`config.mk`:
```
export PLATFORM = sky130hd
export DESIGN_NAME = modular_inverse_ext_euclid_unit
export DESIGN_NICKNAME = d
export VERILOG_FILES = /design/src/design/modinv_pkg.sv /design/src/design/modular_inverse_ext_euclid_unit.sv
export SDC_FILE = /design/constraint.sdc
export NUM_CORES = 2
export LEC_CHECK = 0
export BUFFER_PORTS_ARGS = -buffer_cell sky130_fd_sc_hd__buf_2
export CORE_AREA = 10 10 397 399
export DETAILED_ROUTE_END_ITERATION = 6
export DIE_AREA = 0 0 407 409
export SETUP_SLACK_MARGIN = 0.4
export SLEW_MARGIN = 10
export SYNTH_ARGS = -nofsm -noshare
export SYNTH_HDL_FRONTEND = slang
export SYNTH_SLANG_ARGS = --single-unit
```
`constraint.sdc`:
```
create_clock -name clk -period 29.3 [get_ports clk]
set_clock_uncertainty 0.1 [all_clocks]
set_input_delay 4.395 -clock clk [delete_from_list [all_inputs] [get_ports clk]]
set_output_delay 4.395 -clock clk [all_outputs]
set_load 0.01 [all_outputs]
```
`src/design/modinv_pkg.sv`:
```
`default_nettype none
package modinv_pkg;

  // Fixed field widths on the stream ports
  localparam int FIELD_W    = 64;
  localparam int IN_DATA_W  = 2 * FIELD_W;  // value_in, modulus
  localparam int OUT_DATA_W = FIELD_W;      // inverse

endpackage
`default_nettype wire

```
`src/design/modular_inverse_ext_euclid_unit.sv`:
```
// Modular inverse by extended Euclid: one item in flight at a time.
// Each Euclid step runs check, then align and divide, each at one quotient bit per cycle,
//   then update; s_tready is high only when idle, so no new item is taken until the result
//   has been accepted.
// Reset (rst, synchronous, active high) returns the sequencer to idle and
//   drops m_tvalid; datapath registers are not cleared.
`default_nettype none
module modular_inverse_ext_euclid_unit #(
  parameter int WIDTH = 64
) (
  input  wire logic                             clk,
  input  wire logic                             rst,
  // s_tdata: [63:0] value_in, [127:64] modulus
  input  wire logic [modinv_pkg::IN_DATA_W-1:0] s_tdata,
  input  wire logic                             s_tvalid,
  output logic                                  s_tready,
  // m_tdata: [63:0] inverse
  output logic [modinv_pkg::OUT_DATA_W-1:0]     m_tdata,
  // m_tuser: [0] inverse_exists
  output logic                                  m_tuser,
  output logic                                  m_tvalid,
  input  wire logic                             m_tready
);

  localparam int KW = $clog2(WIDTH);

  typedef enum logic [2:0] {
    IDLE, CHECK, ALIGN, DIV, UPDATE, REDUCE, FINISH, DONE
  } state_t;

  state_t state;

  // Euclid remainders and Bezout magnitudes of the value
  logic [WIDTH-1:0] r0, r1, modulus, prev_mag, cur_mag;
  logic             odd;            // parity of the step count
  // Shared divide unit: aligned divisor, partial remainder, q*cur_mag
  logic [WIDTH-1:0] dvs, rem, acc;
  logic [KW-1:0]    shift_cnt;
  logic [WIDTH-1:0] inverse;
  logic             inverse_exists;

  logic             can_shift;
  logic             sub_ok;
  logic [WIDTH-1:0] rem_next, acc_next;

  assign s_tready = (state == IDLE);
  assign m_tdata  = modinv_pkg::OUT_DATA_W'(inverse);
  assign m_tuser  = inverse_exists;

  // Divisor may double without passing the dividend
  assign can_shift = !dvs[WIDTH-1] && ({dvs[WIDTH-2:0], 1'b0} <= r0);

  // One restoring division step; the quotient bit folds straight into q*cur_mag
  always_comb begin
    sub_ok   = (rem >= dvs);
    rem_next = sub_ok ? rem - dvs : rem;
    acc_next = {acc[WIDTH-2:0], 1'b0} + (sub_ok ? cur_mag : '0);
  end

  always_ff @(posedge clk) begin
    if (rst) begin
      state    <= IDLE;
      m_tvalid <= 1'b0;
    end else begin
      unique case (state)
        IDLE: begin
          if (s_tvalid) begin
            r0       <= s_tdata[WIDTH-1:0];
            r1       <= s_tdata[modinv_pkg::FIELD_W +: WIDTH];
            modulus  <= s_tdata[modinv_pkg::FIELD_W +: WIDTH];
            prev_mag <= WIDTH'(1);
            cur_mag  <= '0;
            odd      <= 1'b0;
            state    <= CHECK;
          end
        end
        CHECK: begin
          if (r1 == '0) begin
            state <= REDUCE;
          end else begin
            dvs       <= r1;
            shift_cnt <= '0;
            state     <= ALIGN;
          end
        end
        ALIGN: begin
          if (can_shift) begin
            dvs       <= {dvs[WIDTH-2:0], 1'b0};
            shift_cnt <= shift_cnt + KW'(1);
          end else begin
            rem   <= r0;
            acc   <= '0;
            state <= DIV;
          end
        end
        DIV: begin
          rem <= rem_next;
          acc <= acc_next;
          dvs <= dvs >> 1;
          if (shift_cnt == '0) begin
            state <= UPDATE;
          end else begin
            shift_cnt <= shift_cnt - KW'(1);
          end
        end
        UPDATE: begin
          // rem = r0 mod r1, acc = (r0 / r1) * cur_mag
          r0       <= r1;
          r1       <= rem;
          prev_mag <= cur_mag;
          cur_mag  <= prev_mag + acc;
          odd      <= !odd;
          state    <= CHECK;
        end
        REDUCE: begin
          // negative coefficient: magnitude is at most m, one subtract reduces it
          if (odd && (prev_mag >= modulus)) begin
            prev_mag <= prev_mag - modulus;
          end
          state <= FINISH;
        end
        FINISH: begin
          inverse_exists <= (r0 == WIDTH'(1));
          if (r0 != WIDTH'(1)) begin
            inverse <= '0;
          end else if (!odd || prev_mag == '0) begin
            inverse <= prev_mag;
          end else begin
            inverse <= modulus - prev_mag;
          end
          m_tvalid <= 1'b1;
          state    <= DONE;
        end
        DONE: begin
          if (m_tready) begin
            m_tvalid <= 1'b0;
            state    <= IDLE;
          end
        end
        default: begin
          state <= IDLE;
        end
      endcase
    end
  end

endmodule
`default_nettype wire

```
==> out/summary.md <==
The run gives 133 MHz as the achievable frequency. The tools report the via count of the first global-routing pass as 37100. The worst hold path begins at rem[62]$_DFFE_PP_.

The logs give 3070 for the iteration-0 DRC count of the detailed router and 0 for the count of cells resized by post-cts repair. The critical path is of the register to register type. After legalization and detailed placement, the total HPWL measured 126000 um. The worst-case IR drop observed on VDD is 0.0000496 V.

The slowest cell on the critical path was a2111oi_0. The worst setup path is captured at a register. STA classifies the critical path startpoint as a register. Along the worst path, the maximum fanout reaches 62. The logs give 39.4% for the portion of the post-synthesis area used by sequential elements and 149000 um2 for the area of the placeable core. After detailed routing, the number of remaining DRC violations is 0.

The post-route netlist has 7.52% of its cells at a drive strength greater than 1. The overall die height works out to 409 um. Max-cap violations in this run came to 0.

The synthesized design spends more area on one cell type than any other, namely edfxtp_1. TritonCTS built the clock tree. The run gives 33.8% as the part of the total power dissipated in the clock network. The run gives 0 as the final max-slew violation count. For the number of nets in the synthesized netlist, the log shows 5561. The run finished with clean final reports.

The Yosys step of the flow raised 0 warnings. Compared with the post-synthesis result, the final layout area differs by 11.4%. The global placer's final weighted congestion came out at 0.940. The number of hold violations in the final report came out at 0. The logs give 166000 um2 for the die area and 12 for the number of antenna violations at the first check in global routing. For this block, the routed nets add up to 159000 um of wire. In this run the horizontal extent of the chip is 407 um. The detailed-route vias per instance came out at 5.30.

In this run the worst hold path is classified as register to register. Clock-pin slew was measured on the worst setup and hold paths at 0.06 ns. Summed over all layers, the global routing overflow is 0.

The internal power of the cells totals 1.76 mW. For the worst setup path, the data required time is 29.63 ns. The proportion of total power due to net switching works out to 33.8%. In this run the post-CTS setup repair buffer count came out at 0. At the pin with the least slew margin, the transition time is 1.39 ns. The effective utilization at floorplan came out at 29.9%. The synthesized instance count was 5040; the leakage component of the power was 20.8 nW. The level count of the clock H-tree was 3; the total clock sinks was 588.

The clock latency on the worst-skew pair is 0.70 ns. The cell at the root of the clock tree is clkbuf_16. The signal on the critical path passes through inv_1 -> ha_1 -> a21o_1 -> a21o_1 -> a31o_2 -> a21oi_1 -> o21a_1 -> o21ai_0 -> a2111oi_0 -> o22a_2 -> buf_4 -> nor2b_1 -> ha_1 -> o21a_1 -> a2111o_1 -> nand4_1 -> nand3_1 -> a21oi_1 -> o221ai_1 -> o221ai_1 -> o21ai_0 -> a221oi_1 -> xor2_1 -> nor2_1. The run gives 199 as the count of pins on the block boundary. After synthesis, the cell types taking the most area are edfxtp_1 39%, ha_1 11%, nand2_1 6.6%. The analysis attributes to net switching a power of 0.899 mW. The count of buffers from port buffering was 198. The share of async-settable or async-resettable flops after synthesis is 0%. Average size of a mapped cell: 8.87 um2.

nand2_1 is the most common cell in the netlist. Once detail routing completed, the nets flagged for antenna violations numbered 0. The count of TritonRoute iterations in the first routing pass was 5; the final sum of negative setup slack was 0 ns. The top-area cell type share of the netlist area came out at 39.2%.

The most used flip-flop cell after synthesis is edfxtp_1. The share of total power dissipated in combinational logic is 26.7%. Average detailed-routed wire length per instance: 22.2 um. The first global-routing pass estimated 235000 um of wire.

In this run the critical register-to-register path is launched from dvs[51]$_DFFE_PP_. The cell area that synthesis handed to floorplanning was 44700 um2. In this run the power density over the cells is 53.4 nW/um2. The count of flip-flops with a built-in enable after synthesis works out to 584. The tools report the worst slew margin relative to its limit as 5.16%.

The routed layout has 38000 vias. In the global route stage, overall resource usage came out at 18.3%. The maximum single-stage delay on the critical path was 0.71 ns.

The final layout contains 5613 nets. The number of storage elements in the synthesis netlist is 588, and the number of rows in the core area is 142. The longest clock path from root to sink contains 3 buffers. The number of hold buffers added after CTS was 0.

The tools report the share of power burned in registers as 39.6%. The final worst-path cycle share is 25.6%. By count the netlist is led by 782 x nand2_1, 584 x edfxtp_1, 462 x a21oi_1. The logs give 7.82 ns for the worst endpoint data arrival time and 0.457 ns for the worst hold slack after final layout. The tools report the first element of the critical path as dvs[51]$_DFFE_PP_. Setup repair after global routing left no endpoint under its margin.

The final period demand of the worst path is 7.49 ns. Setup violations remaining at the end of the flow were counted as 0. The run gives 91 as the largest net degree at the start of global routing. The logs give 89 for the unique cell type count in the Yosys netlist and 72 for the number of buffers added by the clock tree synthesis step.
-- sequential cells by signal, indices dropped and copies added, names as in the netlist, 3 cells and up --
name       flops
prev_mag      64
modulus       64
r1            64
shift_cnt      6
state          3
r0            64
acc           64
m_tdata       64
cur_mag       64
dvs           64
rem           64
-- worst paths after layout --
path              depth (start not counted)               endpoint  slack (ns)
hold reg to reg                           2       r1[62]$_DFFE_PP_        0.46
setup / recovery                         24  acc[59]$_SDFFCE_PN0P_       21.81
setup reg to reg                         24  acc[59]$_SDFFCE_PN0P_       21.81
hold / removal                            2       r1[62]$_DFFE_PP_        0.46
-- cells in the final DEF, fill, tap and decap left out, drive strengths merged, types with 12 or more instances in the layout --
cell / instances
nand2: 782
edfxtp: 584
a21oi: 462
ha: 383
nor2: 369
inv: 341
o21ai: 339
buf: 225
a21o: 206
xnor2: 172
xor2: 124
nor2b: 109
nand4: 104
clkbuf: 89
o21bai: 73
a22o: 73
mux2i: 68
nand3: 68
nor4: 63
nor3: 52
nand2b: 38
a31oi: 34
o21a: 29
and3: 27
clkinv: 26
o31ai: 25
a211oi: 22
and2: 21
o211ai: 19
or2: 16
a21boi: 16
or3: 14
a221oi: 13
a211o: 12
-- layer usage --
metal	vias to the layer above	global-route usage, %	routed length, um
li1	18200	-	-
met1	18300	24.5	70400
met2	1229	30.0	73700
met3	247	1.66	8410
met4	2	7.97	6860
met5	-	0	8
-- per-stage QoR --
| stage | std cells | worst slack [ns] | util, % | power (mW) | cell area, um2 |
|---|---|---|---|---|---|
| 6_report | 7166 | 21.81 | 33.3 | 2.66 | 49800 |
| 5_1_grt | 7164 | 21.32 | 33.3 | 2.78 | 49800 |
| 4_1_cts | 7163 | 21.73 | 33.3 | 2.67 | 49800 |
| 3_5_place_dp | 7034 | 21.75 | 31.8 | 1.77 | 47500 |
| 3_3_place_gp | 7034 | 21.85 | 31.8 | 1.76 | 47500 |
| 2_1_floorplan | 5040 | 14.69 | - | 1.56 | 44700 |
-- power by group through the flow --
stage	Combinational, mW	Clock [mW]	Sequential (mW)
after floorplan	0.520	0	1.04
after global placement	0.697	0	1.07
after detailed placement	0.700	0	1.07
after CTS	0.704	0.916	1.05
after global routing	0.781	0.944	1.06
final	0.709	0.899	1.05
-- cells by family (layout without fill, tap and decap cells) --
| group | count (synthesis) | count (layout) | synth area share [%] |
|---|---|---|---|
| adder cells (fa/ha/maj) | 389 | 389 | 11.0 |
| buffers and inverters | 584 | 691 | 5.14 |
| other | 0 | 3 | 0 |
| multiplexers | 68 | 68 | 1.52 |
| AND/OR/NAND/NOR | 1694 | 1694 | 17.1 |
| flip-flops | 588 | 588 | 39.4 |
| XOR/XNOR | 296 | 296 | 5.80 |
| AO/OA/AOI/OAI | 1421 | 1421 | 20.1 |
-- cell type report --
class	count	area (um2)
clock inverters	40	393
fillers	15600	99600
multi-input cells	3868	24900
inverters	337	1260
diodes	3	7.51
well taps	2016	2520
repair buffers	225	1190
flip-flops and latches	588	17600
clock buffers	89	1900
-- critical path, delay by kind of cell (launching register included) --
| family | cells | cell delay (ns) |
|---|---|---|
| AOI/OAI and AO/OA | 15 | 4.60 |
| adders and majority gates | 2 | 0.78 |
| buffers and inverters | 2 | 0.67 |
| and+or+nand+nor | 4 | 0.48 |
| DFF | 1 | 0.41 |
| xor gates and xnor gates | 1 | 0.17 |
Power figures use the tool's default switching activity.
